<file path="config.mk">
export PLATFORM = sky130hd
export DESIGN_NAME = ev1527_ook_frame_transmitter_top_flat
export DESIGN_NICKNAME = d
export VERILOG_FILES = /design/src/rtl/ev1527_pkg.sv /design/src/rtl/ev1527_in_if.sv /design/src/rtl/ev1527_out_if.sv /design/src/rtl/ev1527_cfg_if.sv /design/src/rtl/ev1527_ook_frame_transmitter_top.sv /design/src/rtl/ev1527_core.sv /design/src/flat_wrapper.sv
export SDC_FILE = /design/constraint.sdc
export NUM_CORES = 1
export LEC_CHECK = 0
export BUFFER_PORTS_ARGS = -buffer_cell sky130_fd_sc_hd__buf_2
export CORE_ASPECT_RATIO = 1.4
export CORE_MARGIN = 2
export CORE_UTILIZATION = 40
export CTS_CLUSTER_DIAMETER = 200
export DETAILED_ROUTE_END_ITERATION = 10
export GPL_ROUTABILITY_DRIVEN = 0
export PLACE_DENSITY = 0.64
export SYNTH_ARGS = -nofsm -noshare
export SYNTH_HDL_FRONTEND = slang
export SYNTH_SLANG_ARGS = --single-unit
</file>
<file path="constraint.sdc">
create_clock -name clk -period 4.68 [get_ports clk]
set_input_delay 0.936 -clock clk [delete_from_list [all_inputs] [get_ports clk]]
set_output_delay 0.936 -clock clk [all_outputs]
set_load 0.01 [all_outputs]
</file>
<file path="src/rtl/ev1527_pkg.sv">
// Shared types, constants and the sub-bit level function for the EV1527 transmitter.
// No dependencies; used by the input and config interfaces, the core and the top level.
package ev1527_pkg;

    localparam int unsigned ADDR_W      = 20;
    localparam int unsigned NIBBLE_W    = 4;
    localparam int unsigned CODE_W      = ADDR_W + NIBBLE_W;
    localparam int unsigned TPS_W       = 6;
    localparam int unsigned REPEAT_W    = 8;
    localparam int unsigned GAP_W       = 16;
    localparam int unsigned SUB_IDX_W   = 7;
    localparam int unsigned CFG_IDX_W   = 2;
    localparam int unsigned CFG_DATA_W  = 16;

    localparam logic [SUB_IDX_W-1:0] PREAMBLE_SUBS = 7'd32;
    localparam logic [SUB_IDX_W-1:0] LAST_SUB      = 7'd127;

    localparam logic [TPS_W-1:0]    TPS_RESET    = 6'd45;
    localparam logic [REPEAT_W-1:0] REPEAT_RESET = 8'd50;
    localparam logic [GAP_W-1:0]    GAP_RESET    = 16'd125;

    localparam logic OP_TICK = 1'b0;
    localparam logic OP_LOAD = 1'b1;

    localparam logic [CFG_IDX_W-1:0] CFG_TICKS_PER_SUB = 2'd0;
    localparam logic [CFG_IDX_W-1:0] CFG_REPEAT_COUNT  = 2'd1;
    localparam logic [CFG_IDX_W-1:0] CFG_GAP_TICKS     = 2'd2;

    typedef enum logic [1:0] {
        PH_IDLE  = 2'd0,
        PH_GAP   = 2'd1,
        PH_FRAME = 2'd2
    } phase_t;

    typedef struct packed {
        logic [TPS_W-1:0]    ticks_per_sub_bit;
        logic [REPEAT_W-1:0] repeat_count;
        logic [GAP_W-1:0]    gap_ticks;
    } cfg_t;

    typedef struct packed {
        logic                opcode;
        logic [ADDR_W-1:0]   address;
        logic [NIBBLE_W-1:0] data_nibble;
    } item_t;

    typedef struct packed {
        logic line_level;
        logic busy_res;
        logic load_accepted;
    } result_t;

    // Level of one sub-bit: preamble is one high then 31 low, then each code bit
    // MSB first as 1,b,b,0.
    function automatic logic sub_bit_level(input logic [SUB_IDX_W-1:0] idx,
                                           input logic [CODE_W-1:0]    code);
        logic [SUB_IDX_W-1:0] k;
        logic [4:0]           bitpos;
        logic                 lvl;
        k      = idx - PREAMBLE_SUBS;
        bitpos = 5'd23 - k[6:2];
        if (idx < PREAMBLE_SUBS)
            lvl = (idx == '0);
        else if (k[1:0] == 2'd0)
            lvl = 1'b1;
        else if (k[1:0] == 2'd3)
            lvl = 1'b0;
        else
            lvl = code[bitpos];
        return lvl;
    endfunction

endpackage

</file>
<file path="src/rtl/ev1527_in_if.sv">
// Input channel: valid/ready handshake carrying one tick or load item.
// Depends on ev1527_pkg for field widths.
interface ev1527_in_if;
    import ev1527_pkg::*;

    logic                valid;
    logic                ready;
    logic                opcode;
    logic [ADDR_W-1:0]   address;
    logic [NIBBLE_W-1:0] data_nibble;

    modport source (output valid, opcode, address, data_nibble, input ready);
    modport sink   (input valid, opcode, address, data_nibble, output ready);
endinterface

</file>
<file path="src/rtl/ev1527_out_if.sv">
// Output channel: valid/ready handshake carrying one result per item.
// No dependencies.
interface ev1527_out_if;
    logic valid;
    logic ready;
    logic line_level;
    logic busy_res;
    logic load_accepted;

    modport source (output valid, line_level, busy_res, load_accepted, input ready);
    modport sink   (input valid, line_level, busy_res, load_accepted, output ready);
endinterface

</file>
<file path="src/rtl/ev1527_cfg_if.sv">
// Configuration write channel: valid/ready, register index and write data.
// Depends on ev1527_pkg for widths.
interface ev1527_cfg_if;
    import ev1527_pkg::*;

    logic                  valid;
    logic                  ready;
    logic [CFG_IDX_W-1:0]  index;
    logic [CFG_DATA_W-1:0] data;

    modport source (output valid, index, data, input ready);
    modport sink   (input valid, index, data, output ready);
endinterface

</file>
<file path="src/rtl/ev1527_ook_frame_transmitter_top.sv">
// EV1527 OOK frame transmitter: top level with config registers and result register.
// Depends on ev1527_pkg, the three channel interfaces and ev1527_core.
// The result is registered and valid in the cycle after the input transaction.
// Throughput: one item per cycle; the single result register is refilled in the
// cycle it is drained, so the input stalls only while a result waits unread.
// Reset: idle, no frame pending, config at 45 ticks/sub-bit, 50 repeats, 125 gap ticks.
module ev1527_ook_frame_transmitter_top (
    input  logic         clk,
    input  logic         rst_n,
    ev1527_in_if.sink    in_ch,
    ev1527_out_if.source out_ch,
    ev1527_cfg_if.sink   cfg
);
    import ev1527_pkg::*;

    cfg_t    cfg_reg;
    item_t   item;
    result_t result;
    result_t result_reg;
    logic    out_valid_reg;
    logic    accept;

    assign cfg.ready   = 1'b1;
    assign in_ch.ready = !out_valid_reg || out_ch.ready;
    assign accept      = in_ch.valid && in_ch.ready;

    assign item.opcode      = in_ch.opcode;
    assign item.address     = in_ch.address;
    assign item.data_nibble = in_ch.data_nibble;

    always_ff @(posedge clk or negedge rst_n)
    begin
        if (!rst_n)
        begin
            cfg_reg.ticks_per_sub_bit <= TPS_RESET;
            cfg_reg.repeat_count      <= REPEAT_RESET;
            cfg_reg.gap_ticks         <= GAP_RESET;
        end
        else if (cfg.valid)
        begin
            unique case (cfg.index)
                CFG_TICKS_PER_SUB: cfg_reg.ticks_per_sub_bit <= cfg.data[TPS_W-1:0];
                CFG_REPEAT_COUNT:  cfg_reg.repeat_count      <= cfg.data[REPEAT_W-1:0];
                CFG_GAP_TICKS:     cfg_reg.gap_ticks         <= cfg.data[GAP_W-1:0];
                default:           ;
            endcase
        end
    end

    ev1527_core u_core (
        .clk    (clk),
        .rst_n  (rst_n),
        .accept (accept),
        .item   (item),
        .cfg    (cfg_reg),
        .result (result)
    );

    always_ff @(posedge clk or negedge rst_n)
    begin
        if (!rst_n)
            out_valid_reg <= 1'b0;
        else if (in_ch.ready)
            out_valid_reg <= in_ch.valid;
    end

    always_ff @(posedge clk)
    begin
        if (accept)
            result_reg <= result;
    end

    assign out_ch.valid         = out_valid_reg;
    assign out_ch.line_level    = result_reg.line_level;
    assign out_ch.busy_res      = result_reg.busy_res;
    assign out_ch.load_accepted = result_reg.load_accepted;

endmodule

</file>
<file path="src/rtl/ev1527_core.sv">
// Transmit sequencer: phase, sub-bit and gap counters, code word, and the
// per-item result. Depends on ev1527_pkg.
module ev1527_core (
    input  logic                clk,
    input  logic                rst_n,
    input  logic                accept,
    input  ev1527_pkg::item_t   item,
    input  ev1527_pkg::cfg_t    cfg,
    output ev1527_pkg::result_t result
);
    import ev1527_pkg::*;

    logic [CODE_W-1:0]    code_word_reg,       code_word_next;
    phase_t               phase_reg,           phase_next;
    logic [SUB_IDX_W-1:0] sub_bit_index_reg,   sub_bit_index_next;
    logic [TPS_W-1:0]     tick_in_sub_bit_reg, tick_in_sub_bit_next;
    logic [REPEAT_W-1:0]  frames_left_reg,     frames_left_next;
    logic [GAP_W-1:0]     gap_count_reg,       gap_count_next;

    logic                 busy;
    logic                 is_load;
    logic                 gap_done;
    logic                 frame_step;
    logic [SUB_IDX_W-1:0] base_sub;
    logic [TPS_W-1:0]     base_tick;
    logic [TPS_W-1:0]     tick_inc;
    logic [TPS_W-1:0]     limit;
    logic                 sub_end;
    logic [REPEAT_W-1:0]  frames_dec;
    logic                 level;

    assign busy     = (phase_reg == PH_GAP) || (phase_reg == PH_FRAME);
    assign is_load  = (item.opcode == OP_LOAD);
    assign gap_done = (phase_reg == PH_GAP) && (gap_count_reg >= cfg.gap_ticks);
    assign frame_step = !is_load && (gap_done || (phase_reg == PH_FRAME));

    // A frame entered from the gap starts at sub-bit zero on this very tick.
    assign base_sub   = gap_done ? '0 : sub_bit_index_reg;
    assign base_tick  = gap_done ? '0 : tick_in_sub_bit_reg;
    assign tick_inc   = base_tick + 1'b1;
    assign limit      = (cfg.ticks_per_sub_bit == '0) ? TPS_W'(1) : cfg.ticks_per_sub_bit;
    assign sub_end    = (tick_inc >= limit) || (tick_inc == '0);
    assign frames_dec = (frames_left_reg != '0) ? frames_left_reg - 1'b1 : frames_left_reg;
    assign level      = sub_bit_level(base_sub, code_word_reg);

    // Next state
    always_comb
    begin
        code_word_next       = code_word_reg;
        phase_next           = phase_reg;
        sub_bit_index_next   = sub_bit_index_reg;
        tick_in_sub_bit_next = tick_in_sub_bit_reg;
        frames_left_next     = frames_left_reg;
        gap_count_next       = gap_count_reg;
        if (is_load)
        begin
            if (!busy)
            begin
                code_word_next       = {item.address, item.data_nibble};
                frames_left_next     = cfg.repeat_count;
                sub_bit_index_next   = '0;
                tick_in_sub_bit_next = '0;
                gap_count_next       = '0;
                phase_next           = (cfg.repeat_count != '0) ? PH_GAP : PH_IDLE;
            end
        end
        else if (frame_step)
        begin
            phase_next           = PH_FRAME;
            sub_bit_index_next   = base_sub;
            tick_in_sub_bit_next = tick_inc;
            if (sub_end)
            begin
                tick_in_sub_bit_next = '0;
                if (base_sub == LAST_SUB)
                begin
                    sub_bit_index_next = '0;
                    frames_left_next   = frames_dec;
                    if (frames_dec != '0)
                    begin
                        phase_next     = PH_GAP;
                        gap_count_next = '0;
                    end
                    else
                        phase_next = PH_IDLE;
                end
                else
                    sub_bit_index_next = base_sub + 1'b1;
            end
        end
        else if (phase_reg == PH_GAP)
            gap_count_next = gap_count_reg + 1'b1;
    end

    // Outputs
    always_comb
    begin
        result.line_level    = frame_step && level;
        result.busy_res      = (phase_next == PH_GAP) || (phase_next == PH_FRAME);
        result.load_accepted = is_load && !busy;
    end

    always_ff @(posedge clk or negedge rst_n)
    begin
        if (!rst_n)
        begin
            code_word_reg       <= '0;
            phase_reg           <= PH_IDLE;
            sub_bit_index_reg   <= '0;
            tick_in_sub_bit_reg <= '0;
            frames_left_reg     <= '0;
            gap_count_reg       <= '0;
        end
        else if (accept)
        begin
            code_word_reg       <= code_word_next;
            phase_reg           <= phase_next;
            sub_bit_index_reg   <= sub_bit_index_next;
            tick_in_sub_bit_reg <= tick_in_sub_bit_next;
            frames_left_reg     <= frames_left_next;
            gap_count_reg       <= gap_count_next;
        end
    end

endmodule
</file>
<file path="src/flat_wrapper.sv">
// flat-port wrapper written by rule: the top's interface ports become plain ports
module ev1527_ook_frame_transmitter_top_flat import ev1527_pkg::*;
  (clk, rst_n, in_ch_valid, in_ch_opcode, in_ch_address, in_ch_data_nibble, in_ch_ready, out_ch_valid, out_ch_line_level, out_ch_busy_res, out_ch_load_accepted, out_ch_ready, cfg_valid, cfg_index, cfg_data, cfg_ready);
  ev1527_in_if in_ch_i ();
  ev1527_out_if out_ch_i ();
  ev1527_cfg_if cfg_i ();
  input  logic clk;
  input  logic rst_n;
  input wire logic [$bits(in_ch_i.valid)-1:0] in_ch_valid;
  input wire logic [$bits(in_ch_i.opcode)-1:0] in_ch_opcode;
  input wire logic [$bits(in_ch_i.address)-1:0] in_ch_address;
  input wire logic [$bits(in_ch_i.data_nibble)-1:0] in_ch_data_nibble;
  output wire logic [$bits(in_ch_i.ready)-1:0] in_ch_ready;
  output wire logic [$bits(out_ch_i.valid)-1:0] out_ch_valid;
  output wire logic [$bits(out_ch_i.line_level)-1:0] out_ch_line_level;
  output wire logic [$bits(out_ch_i.busy_res)-1:0] out_ch_busy_res;
  output wire logic [$bits(out_ch_i.load_accepted)-1:0] out_ch_load_accepted;
  input wire logic [$bits(out_ch_i.ready)-1:0] out_ch_ready;
  input wire logic [$bits(cfg_i.valid)-1:0] cfg_valid;
  input wire logic [$bits(cfg_i.index)-1:0] cfg_index;
  input wire logic [$bits(cfg_i.data)-1:0] cfg_data;
  output wire logic [$bits(cfg_i.ready)-1:0] cfg_ready;
  assign in_ch_i.valid = in_ch_valid;
  assign in_ch_i.opcode = in_ch_opcode;
  assign in_ch_i.address = in_ch_address;
  assign in_ch_i.data_nibble = in_ch_data_nibble;
  assign in_ch_ready = in_ch_i.ready;
  assign out_ch_valid = out_ch_i.valid;
  assign out_ch_line_level = out_ch_i.line_level;
  assign out_ch_busy_res = out_ch_i.busy_res;
  assign out_ch_load_accepted = out_ch_i.load_accepted;
  assign out_ch_i.ready = out_ch_ready;
  assign cfg_i.valid = cfg_valid;
  assign cfg_i.index = cfg_index;
  assign cfg_i.data = cfg_data;
  assign cfg_ready = cfg_i.ready;
  ev1527_ook_frame_transmitter_top u_core (.clk(clk), .rst_n(rst_n), .in_ch(in_ch_i), .out_ch(out_ch_i), .cfg(cfg_i));
endmodule
</file>
==> flow_metrics.tcl, run 1 <==
set metrics [dict create \
    num_rows 50 \
    core-area_um2 13500 \
    area_growth_pct 13.1 \
    outcome "completed" \
    via_count 4320 \
    maxUsedRoutingLayer "met4" \
    path_cells "inv_1 > ha_1 > nand2b_1 > a2111o_1 > a31o_2 > o21ai_2 > and2_1 > ha_1 > nand3_1 > xor2_1 > nor2_1 > ha_1 > a21o_1 > a21oi_1 > o21ai_2 > o21a_2 > a41oi_1 > nand2_1 > xnor2_1" \
    diodes 0 \
    maxSlewViolCount 0 \
    min_path_type "reg2reg" \
    wl_met1_um 5080 \
    critPathMaxStageDelay_ps 440 \
    detailedRoute.firstIterationViolations 331 \
    wl_met3_um 480 \
    die_width_um 103 \
    tritoncts "done" \
    syn_area_um2 5530 \
    p_leak_nw 2.75 \
    wl_per_cell_um 16.4 \
    dp_hpwl_um 9250 \
    clk_pin_slew_ps 70 \
    synth-seq-cells 97 \
    synth_cell_type_count 64 \
    die_h_um 143 \
    overflow 0 \
    cts_setup_buffers 0 \
    start_util 0.411 \
    drt_first_pass_iters 4 \
    period_share 0.929 \
    holdWs_ps 507 \
    io_buffers 52 \
    max_slew_margin 0.282 \
    fmax_mhz 230 \
    clock_path_buffers 2 \
    largest_register_ffs 30 \
    avgSynthCellArea_um2 10.3 \
    clock_latency_ps 350 \
    clockRootBuffer "clkbuf_16" \
    path_max_fanout 12 \
    period_needed_ps 4350 \
    nNetsFinal 660 \
    pwr_density_cell_nw_per_um2 468 \
    synth_fp_nets 614 \
    antenna_found_initial 0 \
    cp-start-kind "flip-flop" \
    cp_common_cell "ha_1" \
    layout.cells.non_filler 769 \
    nFillCells 1269 \
    rsz0062_at_grt "false" \
    critPathLaunch "u_core.u_core.gap_count_reg[0]$_DFFE_PN0P_" \
    yosysSeqAreaShare 0.444 \
    setup_violations 0 \
    synth-edff-count 3 \
    viasPerCell 5.62 \
    hold_start "u_core.u_core.code_word_reg[1]$_DFFE_PN0P_" \
    worstSetupEndpointType "flip-flop" \
    async_reset_ff_frac 0.969 \
    synth_flop_cell "dfrtp_1" \
    grt_pass1_wl_um 21300 \
    fin_setup_tns_ps 0 \
    total_power_w 0.00293 \
    worst_ep_arrival_time_ps 4440 \
    tightestPinTransition_ps 1070 \
    die-area_um2 14800 \
    cap_viol_max_count 0 \
    finalWirelength_um 12600 \
    dp.cells 753 \
    io_pins 54 \
    ant_nets 0 \
    drive_gt1_frac 0.267 \
    first_global_vias 4422 \
    hold_viol_final 0 \
    rrSetupSlack_ps 330 \
    grt_start_max_net_pins 64 \
    cp_slowest_cell "dfrtp_2" \
    final.setup_skew_ps 7.73 \
    clock-sinks 97 \
    yosys_warnings 0 \
    numCtsBuffers 9 \
    drc 0 \
    wl_met2_um 6720 \
    timing.rr.start "u_core.u_core.gap_count_reg[0]$_DFFE_PN0P_" \
    grtUsageTotal 0.184 \
    htree_levels 3 \
    path_class "reg2reg" \
    ir_worst_vdd_mv 0.241 \
    syn_inst 536 \
    required_ps 4770 \
]
==> metrics by stage <==
stage	cell area, um2	setup slack (ps)	utilization
2_1_floorplan	5530	114	-
3_3_place_gp	5960	173	0.443
3_5_place_dp	5960	75.2	0.443
4_1_cts	6250	22.0	0.464
5_1_grt	6260	41.9	0.465
6_report	6260	334	0.465
==> Yosys cell counts, types with 4 or more instances <==
| library cell | instances | area share |
|---|---|---|
| buf_2 | 8 | 0.0072 |
| nor2b_1 | 5 | 0.0057 |
| and2_1 | 5 | 0.0057 |
| a21oi_1 | 26 | 0.024 |
| inv_1 | 34 | 0.023 |
| o22ai_1 | 4 | 0.0045 |
| dfrtp_1 | 81 | 0.37 |
| nor3_1 | 15 | 0.014 |
| nand2b_1 | 10 | 0.011 |
| dfstp_2 | 13 | 0.062 |
| o21a_1 | 6 | 0.0081 |
| mux2_2 | 49 | 0.10 |
| nand3_1 | 18 | 0.016 |
| mux4_2 | 5 | 0.020 |
| o21ai_0 | 32 | 0.029 |
| nor4_1 | 5 | 0.0057 |
| o31ai_1 | 5 | 0.0068 |
| a31oi_1 | 17 | 0.019 |
| clkbuf_1 | 12 | 0.0081 |
| and3_1 | 6 | 0.0068 |
| nor2_1 | 20 | 0.014 |
| nand4_1 | 6 | 0.0068 |
| a32o_1 | 4 | 0.0072 |
| mux2i_1 | 5 | 0.0090 |
| nand2_1 | 43 | 0.029 |
| a41oi_1 | 7 | 0.011 |
| ha_1 | 30 | 0.068 |
==> cells by family after synthesis <==
| group | synth area share |
|---|---|
| muxes | 0.129 |
| buffers and inverters | 0.0425 |
| xor gates and xnor gates | 0.00950 |
| DFF | 0.444 |
| other | 0.000678 |
| AOI/OAI and AO/OA | 0.164 |
| adders and majority gates | 0.0678 |
| and+or+nand+nor | 0.142 |
==> report_power, final <==
part / switching [W] / internal [W] / total (W) / leakage, nW
Clock: 0.000341 / 0.000370 / 0.000711 / 0.142
Sequential: 0.000172 / 0.00109 / 0.00126 / 1.18
Combinational: 0.000502 / 0.000456 / 0.000958 / 1.43
==> critical path, delay by kind of cell (launching register included) <==
family,cells,cell delay (ps)
AOI/OAI and AO/OA,8,1880
adders and majority gates,3,720
and+or+nand+nor,5,620
DFF,1,440
xor gates and xnor gates,2,340
buffers and inverters,1,90
==> final cells by class <==
class	instances	area, um2	share of cell area
multi-input combinational	382	2850	0.455
clock inverter	7	60.1	0.00959
tap	182	228	0.0364
sequential	97	2460	0.393
inverter	34	128	0.0204
timing repair buffer	58	312	0.0498
clock buffer	9	225	0.0360
==> per-layer routing <==
layer  GRT usage  vias up
li1            -     2066
met1       0.216     2112
met2       0.321      110
met3      0.0323       32
met4      0.0803        0
met5           0        -
==> cell usage in the layout, fill, tap and decap left out, drive strengths merged, types with 6 or more instances in the layout <==
master / netlist / routed
a31oi: 17 / 17
nor3: 15 / 15
inv: 34 / 37
and3: 7 / 7
nand3: 18 / 18
nand4: 6 / 6
dfrtp: 81 / 81
ha: 30 / 30
buf: 11 / 58
o21a: 6 / 6
nor2: 20 / 20
clkbuf: 12 / 9
mux2: 49 / 49
nand2: 43 / 43
dfstp: 13 / 13
o21ai: 33 / 33
a41oi: 7 / 7
a21oi: 26 / 26
nand2b: 10 / 10
==> worst paths after layout <==
kind,depth (start not counted),end
worst max-delay path,19,u_core.out_ch.busy_res$_DFFE_PP_
worst min-delay path,1,u_core.u_core.code_word_reg[1]$_DFFE_PN0P_
worst max register to register,19,u_core.out_ch.busy_res$_DFFE_PP_
worst min register to register,1,u_core.u_core.code_word_reg[1]$_DFFE_PN0P_
max in group asynchronous,2,u_core.cfg_reg[17]$_DFFE_PN1P_
min in group asynchronous,1,u_core.u_core.gap_count_reg[10]$_DFFE_PN0P_
==> timing repair <==
action	in CTS	in global routing
gates resized for setup	0	6
endpoints found under the setup margin	0	27
hold buffers	0	0
Note: power is estimated with default switching activity, not from simulation.
==> inputs of run 2 (changes only) <==
--- a/config.mk
+++ b/config.mk
@@ -13,6 +13,8 @@
 export DETAILED_ROUTE_END_ITERATION = 10
 export GPL_ROUTABILITY_DRIVEN = 0
 export PLACE_DENSITY = 0.64
+export SLEW_MARGIN = 10
 export SYNTH_ARGS = -nofsm -noshare
 export SYNTH_HDL_FRONTEND = slang
+export SYNTH_HIERARCHICAL = 1
 export SYNTH_SLANG_ARGS = --single-unit
==> flow_metrics.tcl, run 2 <==
set metrics [dict create \
    grt_start_max_net_pins 68 \
    max_slew_margin 0.295 \
    holdWs_ps 486 \
    worstHoldPathCells 1 \
    area_growth_pct 14.2 \
    synth_flop_cell "dfrtp_1" \
    die_width_um 105 \
    regArea_um2 2460 \
    p_sw_frac 0.358 \
    viasPerCell 5.58 \
    synth-edff-count 3 \
    die-area_um2 15200 \
    ir_worst_vdd_mv 0.215 \
    detailedRoute.firstIterationViolations 202 \
    clock_path_buffers 2 \
    cap_viol_max_count 0 \
    p_leak_nw 2.87 \
    via_count 4434 \
    pwr-share-clk 0.234 \
    yosys.cell_count.top_type "dfrtp_1" \
    fin_area_um2 6480 \
    ys_top_cells_by_count "dfrtp_1 (81), inv_1 (52), mux2_2 (45)" \
    period_share 0.949 \
    yosysSeqAreaShare 0.433 \
    async_reset_ff_frac 0.969 \
    multi_input_area_um2 2970 \
    synth_cell_type_count 67 \
    overflow 0 \
    dp_hpwl_um 9770 \
    start_util 0.408 \
    whs_endpoint "u_core/u_core/gap_count_reg[15]$_DFFE_PN0P_" \
    period_needed_ps 4440 \
    worstSetupEndpointType "flip-flop" \
    p_sw_w 0.00118 \
    io_buffers 52 \
    path_class "reg2reg" \
    drc 0 \
    outcome "completed" \
    seq_power_share 0.411 \
    drt_first_pass_iters 5 \
    grtUsageTotal 0.180 \
    min_path_type "reg2reg" \
    rrSetupSlack_ps 240 \
    internal_power_w 0.00211 \
    layout.cells.non_filler 794 \
    dp.cells 778 \
    finalWirelength_um 13200 \
    required_ps 4940 \
    avgSynthCellArea_um2 10.2 \
    tightestPinTransition_ps 1050 \
    worst_r2r_endpoint "u_core/u_core/sub_bit_index_reg[6]$_DFFE_PN0P_" \
    use_met3 0.0283 \
    nNetsFinal 681 \
    met1_usage 0.210 \
    clock-sinks 97 \
    die_h_um 145 \
    reg2regPathDepth 19 \
    worst_ep_arrival_time_ps 4700 \
    synth-seq-cells 97 \
    synth_fp_nets 632 \
    clk_pin_slew_ps 70 \
    p_comb_frac 0.355 \
    synthTopCellsByArea "dfrtp_1 (36%), mux2_2 (8.9%), ha_1 (6.4%)" \
    path_max_fanout 6 \
    dp_slack_ps 78.0 \
    htree_levels 3 \
    wl_per_cell_um 16.7 \
    ant_nets 0 \
    timing.rr.start "u_core/cfg_reg[0]$_DFFE_PN1P_" \
    nFillCells 1339 \
    num_rows 51 \
    setup_violations 0 \
    grt_busiest_layer "met2" \
    clock_latency_ps 340 \
    antenna_found_initial 0 \
    final.setup_skew_ps 10.5 \
    postPlaceCellArea_um2 6130 \
    cp-start-kind "flip-flop" \
    hold_viol_final 0 \
    numCtsBuffers 9 \
    final_common_cell "dfrtp_1" \
    hold_start "u_core/u_core/gap_count_reg[15]$_DFFE_PN0P_" \
    clockRootBuffer "clkbuf_16" \
    cts_setup_buffers 0 \
    finalWorstSetupSlack_ps 239 \
    diodes 0 \
    tritoncts "done" \
    maxSlewViolCount 0 \
    core-area_um2 13900 \
    total_power_w 0.00328 \
    io_pins 54 \
    pwr_density_cell_nw_per_um2 506 \
    fmax_mhz 225 \
    synth_top_area_cell "dfrtp_1" \
    synth_top_area_frac 0.357 \
    met2_usage 0.335 \
    first_global_vias 4611 \
    drive_gt1_frac 0.274 \
    mostFrequentLayoutCells "dfrtp_1 (81), inv_1 (52), buf_2 (51), mux2_2 (45), nand2_1 (35)" \
    largest_register_ffs 30 \
    syn_inst 555 \
    syn_area_um2 5680 \
    grt_pass1_wl_um 22400 \
    yosys_warnings 6 \
]
-- run 2: how the worst max path moves through the flow --
| stage | from | endpoint | slack (ps) | depth (start not counted) |
|---|---|---|---|---|
| CTS | u_core/cfg_reg[0]$_DFFE_PN1P_ | u_core/u_core/sub_bit_index_reg[6]$_DFFE_PN0P_ | 60 | 18 |
| global placement | u_core/cfg_reg[0]$_DFFE_PN1P_ | u_core/u_core/sub_bit_index_reg[6]$_DFFE_PN0P_ | 250 | 18 |
| global route | u_core/cfg_reg[0]$_DFFE_PN1P_ | u_core/u_core/sub_bit_index_reg[6]$_DFFE_PN0P_ | -10 | 19 |
| detailed placement | u_core/cfg_reg[0]$_DFFE_PN1P_ | u_core/u_core/sub_bit_index_reg[6]$_DFFE_PN0P_ | 80 | 18 |
| floorplan | u_core/cfg_reg[0]$_DFFE_PN1P_ | u_core/u_core/sub_bit_index_reg[6]$_DFFE_PN0P_ | 60 | 19 |
| finish | u_core/cfg_reg[0]$_DFFE_PN1P_ | u_core/u_core/sub_bit_index_reg[6]$_DFFE_PN0P_ | 240 | 19 |
-- run 2: timing repair --
action / in CTS / in global routing
endpoints found under the setup margin: 0 / 35
resized for setup: 0 / 11
endpoints found under the hold margin: 0 / 0
hold buffers: 0 / 0
-- run 2: cells by family (layout without fill, tap and decap cells) --
kind of cell             after synthesis  after routing  synth area share
multiplexers                          65             65             0.144
other                                  1              1          0.000660
buffers and inverters                 74            128            0.0516
AO/OA/AOI/OAI                        127            127             0.154
adder cells (fa/ha/maj)               29             29            0.0639
AND/OR/NAND/NOR                      156            156             0.143
flip-flops                            97             97             0.433
XOR/XNOR                               6              6           0.00926
-- run 2: final cells by class --
type	instances	share of cell area
inverter	52	0.0301
multi-input combinational	384	0.458
tap	185	0.0357
clock buffer	9	0.0347
timing repair buffer	60	0.0498
clock inverter	7	0.0129
sequential	97	0.379
-- run 2: power by group through the flow --
stage	combinational (W)	clock (W)	sequential, W
after floorplan	0.000866	0	0.00130
after global placement	0.00109	0	0.00135
after detailed placement	0.00113	0	0.00136
after CTS	0.00114	0.000789	0.00135
after global routing	0.00132	0.000823	0.00139
final	0.00116	0.000768	0.00135
-- run 2: worst max-delay path, cell delays in order, from the launching register on --
cell and delay [ps]:
dfstp_2 540, ha_1 230, nand2b_1 140, a2111o_1 420, a41o_4 300, o21ai_4 150
nand2_1 90, inv_1 100, ha_4 170, nand3_1 130, xor2_1 210, nor2_1 60
ha_1 280, nand2_1 80, o21ai_2 160, a31oi_1 80, and2_2 250, or4_4 480
or4_1 390, o21ai_0 90
-- run 2: layer usage --
| metal | routed length [um] | up-vias |
|---|---|---|
| li1 | - | 2140 |
| met1 | 5400 | 2174 |
| met2 | 7270 | 108 |
| met3 | 412 | 12 |
| met4 | 155 | 0 |
| met5 | 0 | - |
-- run 2: through the flow --
stage | utilization | TNS (ps)
2_1_floorplan | - | 0
3_3_place_gp | 0.441 | 0
3_5_place_dp | 0.441 | 0
4_1_cts | 0.463 | 0
5_1_grt | 0.466 | -13.6
6_report | 0.466 | 0
==> inputs of run 3 (changes only) <==
==> constraint.sdc (replaced) <==
create_clock -name clk -period 3.6 [get_ports clk]
set_input_delay 0.72 -clock clk [delete_from_list [all_inputs] [get_ports clk]]
set_output_delay 0.72 -clock clk [all_outputs]
set_load 0.01 [all_outputs]
==> flow_metrics.tcl, run 3 (same netlist as run 2, synthesis figures left out) <==
set metrics [dict create \
    dp_hpwl_um 10200 \
    area_growth_pct 27.0 \
    cp-start-kind "flip-flop" \
    dp_slack_ps -546 \
    drt_first_pass_iters 5 \
    worstSetupEndpointType "flip-flop" \
    maxSlewViolCount 0 \
    grt_busiest_layer "met2" \
    first_global_vias 4890 \
    die_width_um 105 \
    critPathMaxStageDelay_ps 560 \
    final.setup_skew_ps 7.84 \
    period_needed_ps 4100 \
    cp_slowest_cell "dfstp_2" \
    clock-sinks 97 \
    hold_viol_final 0 \
    worst_r2r_endpoint "u_core/u_core/sub_bit_index_reg[6]$_DFFE_PN0P_" \
    start_util 0.408 \
    setup_violations 40 \
    holdWs_ps 403 \
    fin_area_um2 7210 \
    met2_usage 0.355 \
    nNetsFinal 728 \
    antenna_found_initial 0 \
    final_common_cell "dfrtp_1" \
    outcome "finished, violations left" \
    p_sw_w 0.00175 \
    grtUsageTotal 0.195 \
    grt_start_max_net_pins 52 \
    clockRootBuffer "clkbuf_16" \
    htree_levels 3 \
    total_power_w 0.00477 \
    via_count 4825 \
    drc 0 \
    path_delay_family "simple AND/OR/NAND/NOR gates" \
    core-area_um2 13900 \
    numCtsBuffers 9 \
    rsz0062_at_grt "true" \
    worst_ep_arrival_time_ps 4390 \
    detailedRoute.firstIterationViolations 197 \
    p_sw_frac 0.368 \
    timing.rr.start "u_core/cfg_reg[0]$_DFFE_PN1P_" \
    path_max_fanout 3 \
    path_cells "ha_4 > nand2b_4 > a2111o_1 > a41o_4 > o21ai_4 > and2_4 > ha_4 > nand3_4 > xor2_1 > nor2_1 > ha_1 > nand2_2 > o21ai_2 > a31oi_4 > and2_4 > or4_4 > or4_1 > o21ai_1" \
    cts_hold_buf 0 \
    pwr_density_cell_nw_per_um2 661 \
    cp-endpoint "u_core/u_core/sub_bit_index_reg[6]$_DFFE_PN0P_" \
    overflow 0 \
    met1_usage 0.222 \
    drive_gt1_frac 0.392 \
    p_comb_frac 0.422 \
    period_share 1.14 \
    ant_nets 0 \
    clock_path_buffers 2 \
    final_util 0.519 \
    min_path_type "in2async" \
    postPlaceCellArea_um2 6480 \
    ir_worst_vdd_mv 0.311 \
    diodes 0 \
    cp_num_buf_inv 0 \
    pwr-share-clk 0.218 \
    fmax_mhz 244 \
    mostFrequentLayoutCells "dfrtp_1 (81), buf_2 (51), inv_1 (51), buf_4 (49), mux2_2 (45)" \
    internal_power_w 0.00301 \
    max_slew_margin 0.501 \
    grt_pass1_wl_um 23800 \
    io_buffers 52 \
    use_met3 0.0283 \
    largest_register_ffs 30 \
    die_h_um 145 \
    io_pins 54 \
    critical_path_depth 18 \
    tritoncts "done" \
    viasPerCell 5.74 \
    tightestPinTransition_ps 741 \
    clk_pin_slew_ps 70 \
    wl_per_cell_um 17.1 \
    num_rows 51 \
    path_class "reg2reg" \
    seq_power_share 0.360 \
    finalWirelength_um 14400 \
    cap_viol_max_count 0 \
    violations "setup timing" \
    critPathLaunch "u_core/cfg_reg[0]$_DFFE_PN1P_" \
    p_leak_nw 3.18 \
    rrSetupSlack_ps -500 \
    clock_latency_ps 360 \
    finalWorstSetupSlack_ps -496 \
    reg2regPathDepth 18 \
    required_ps 3890 \
    die-area_um2 15200 \
]
[run 3: cell types whose count changed in the layout (fill, tap and decap cells not counted), sizes merged]
cell,delta
buf,+47
clkinvlp,-1
inv,+1
[run 3: how the worst min path moves through the flow]
| stage | end | slack (ps) | cells past startpoint |
|---|---|---|---|
| after floorplan | u_core/cfg_reg[10]$_DFFE_PN0P_ | 420 | 0 |
| after global placement | u_core/u_core/code_word_reg[19]$_DFFE_PN0P_ | 480 | 1 |
| after detailed placement | u_core/u_core/code_word_reg[18]$_DFFE_PN0P_ | 490 | 1 |
| after CTS | u_core/u_core/phase_reg[0]$_DFFE_PN0P_ | 430 | 1 |
| after global routing | u_core/u_core/phase_reg[0]$_DFFE_PN0P_ | 460 | 1 |
| final | u_core/cfg_reg[8]$_DFFE_PN0P_ | 400 | 1 |
[run 3: power groups by stage]
stage / combinational, W / clock [W] / sequential (W)
after CTS: 0.00194 / 0.00106 / 0.00171
after floorplan: 0.00117 / 0 / 0.00169
final: 0.00201 / 0.00104 / 0.00172
after global placement: 0.00169 / 0 / 0.00171
after detailed placement: 0.00174 / 0 / 0.00173
after global routing: 0.00222 / 0.00110 / 0.00176
[run 3: final cells by class]
cell class / instances / area (um2)
fillers: 1289 / 6700
clock buffers: 9 / 225
inverters: 52 / 195
well taps: 185 / 231
repair buffers: 107 / 714
multi-input cells: 384 / 3290
clock inverters: 7 / 95.1
flip-flops and latches: 97 / 2460
[run 3: metrics by stage]
step | std cells | TNS, ps
2_1_floorplan | 555 | -16360
3_3_place_gp | 816 | -12840
3_5_place_dp | 816 | -16530
4_1_cts | 839 | -11510
5_1_grt | 841 | -19580
6_report | 841 | -13910
[run 3: worst register-to-register path: stages (launching register included)]
cell and delay, ps:
dfstp_2 560, ha_4 200, nand2b_4 130, a2111o_1 360, a41o_4 230, o21ai_4 150, and2_4 170, ha_4 140
nand3_4 80, xor2_1 170, nor2_1 60, ha_1 300, nand2_2 90, o21ai_2 230, a31oi_4 70, and2_4 200
or4_4 410, or4_1 400, o21ai_1 80
[run 3: per-layer routing]
| layer | vias to the layer above | part of all wire |
|---|---|---|
| met5 | - | 0 |
| met4 | 0 | 0.031 |
| met3 | 28 | 0.045 |
| met2 | 171 | 0.54 |
| met1 | 2402 | 0.39 |
| li1 | 2224 | - |
[run 3: repair_timing]
item / in CTS / in global routing
hold endpoints to repair: 0 / 0
cloned: 1 / 0
buffers inserted: 7 / 6
pin swaps: 22 / 16
setup endpoints to repair: 40 / 40
resized for setup: 54 / 29
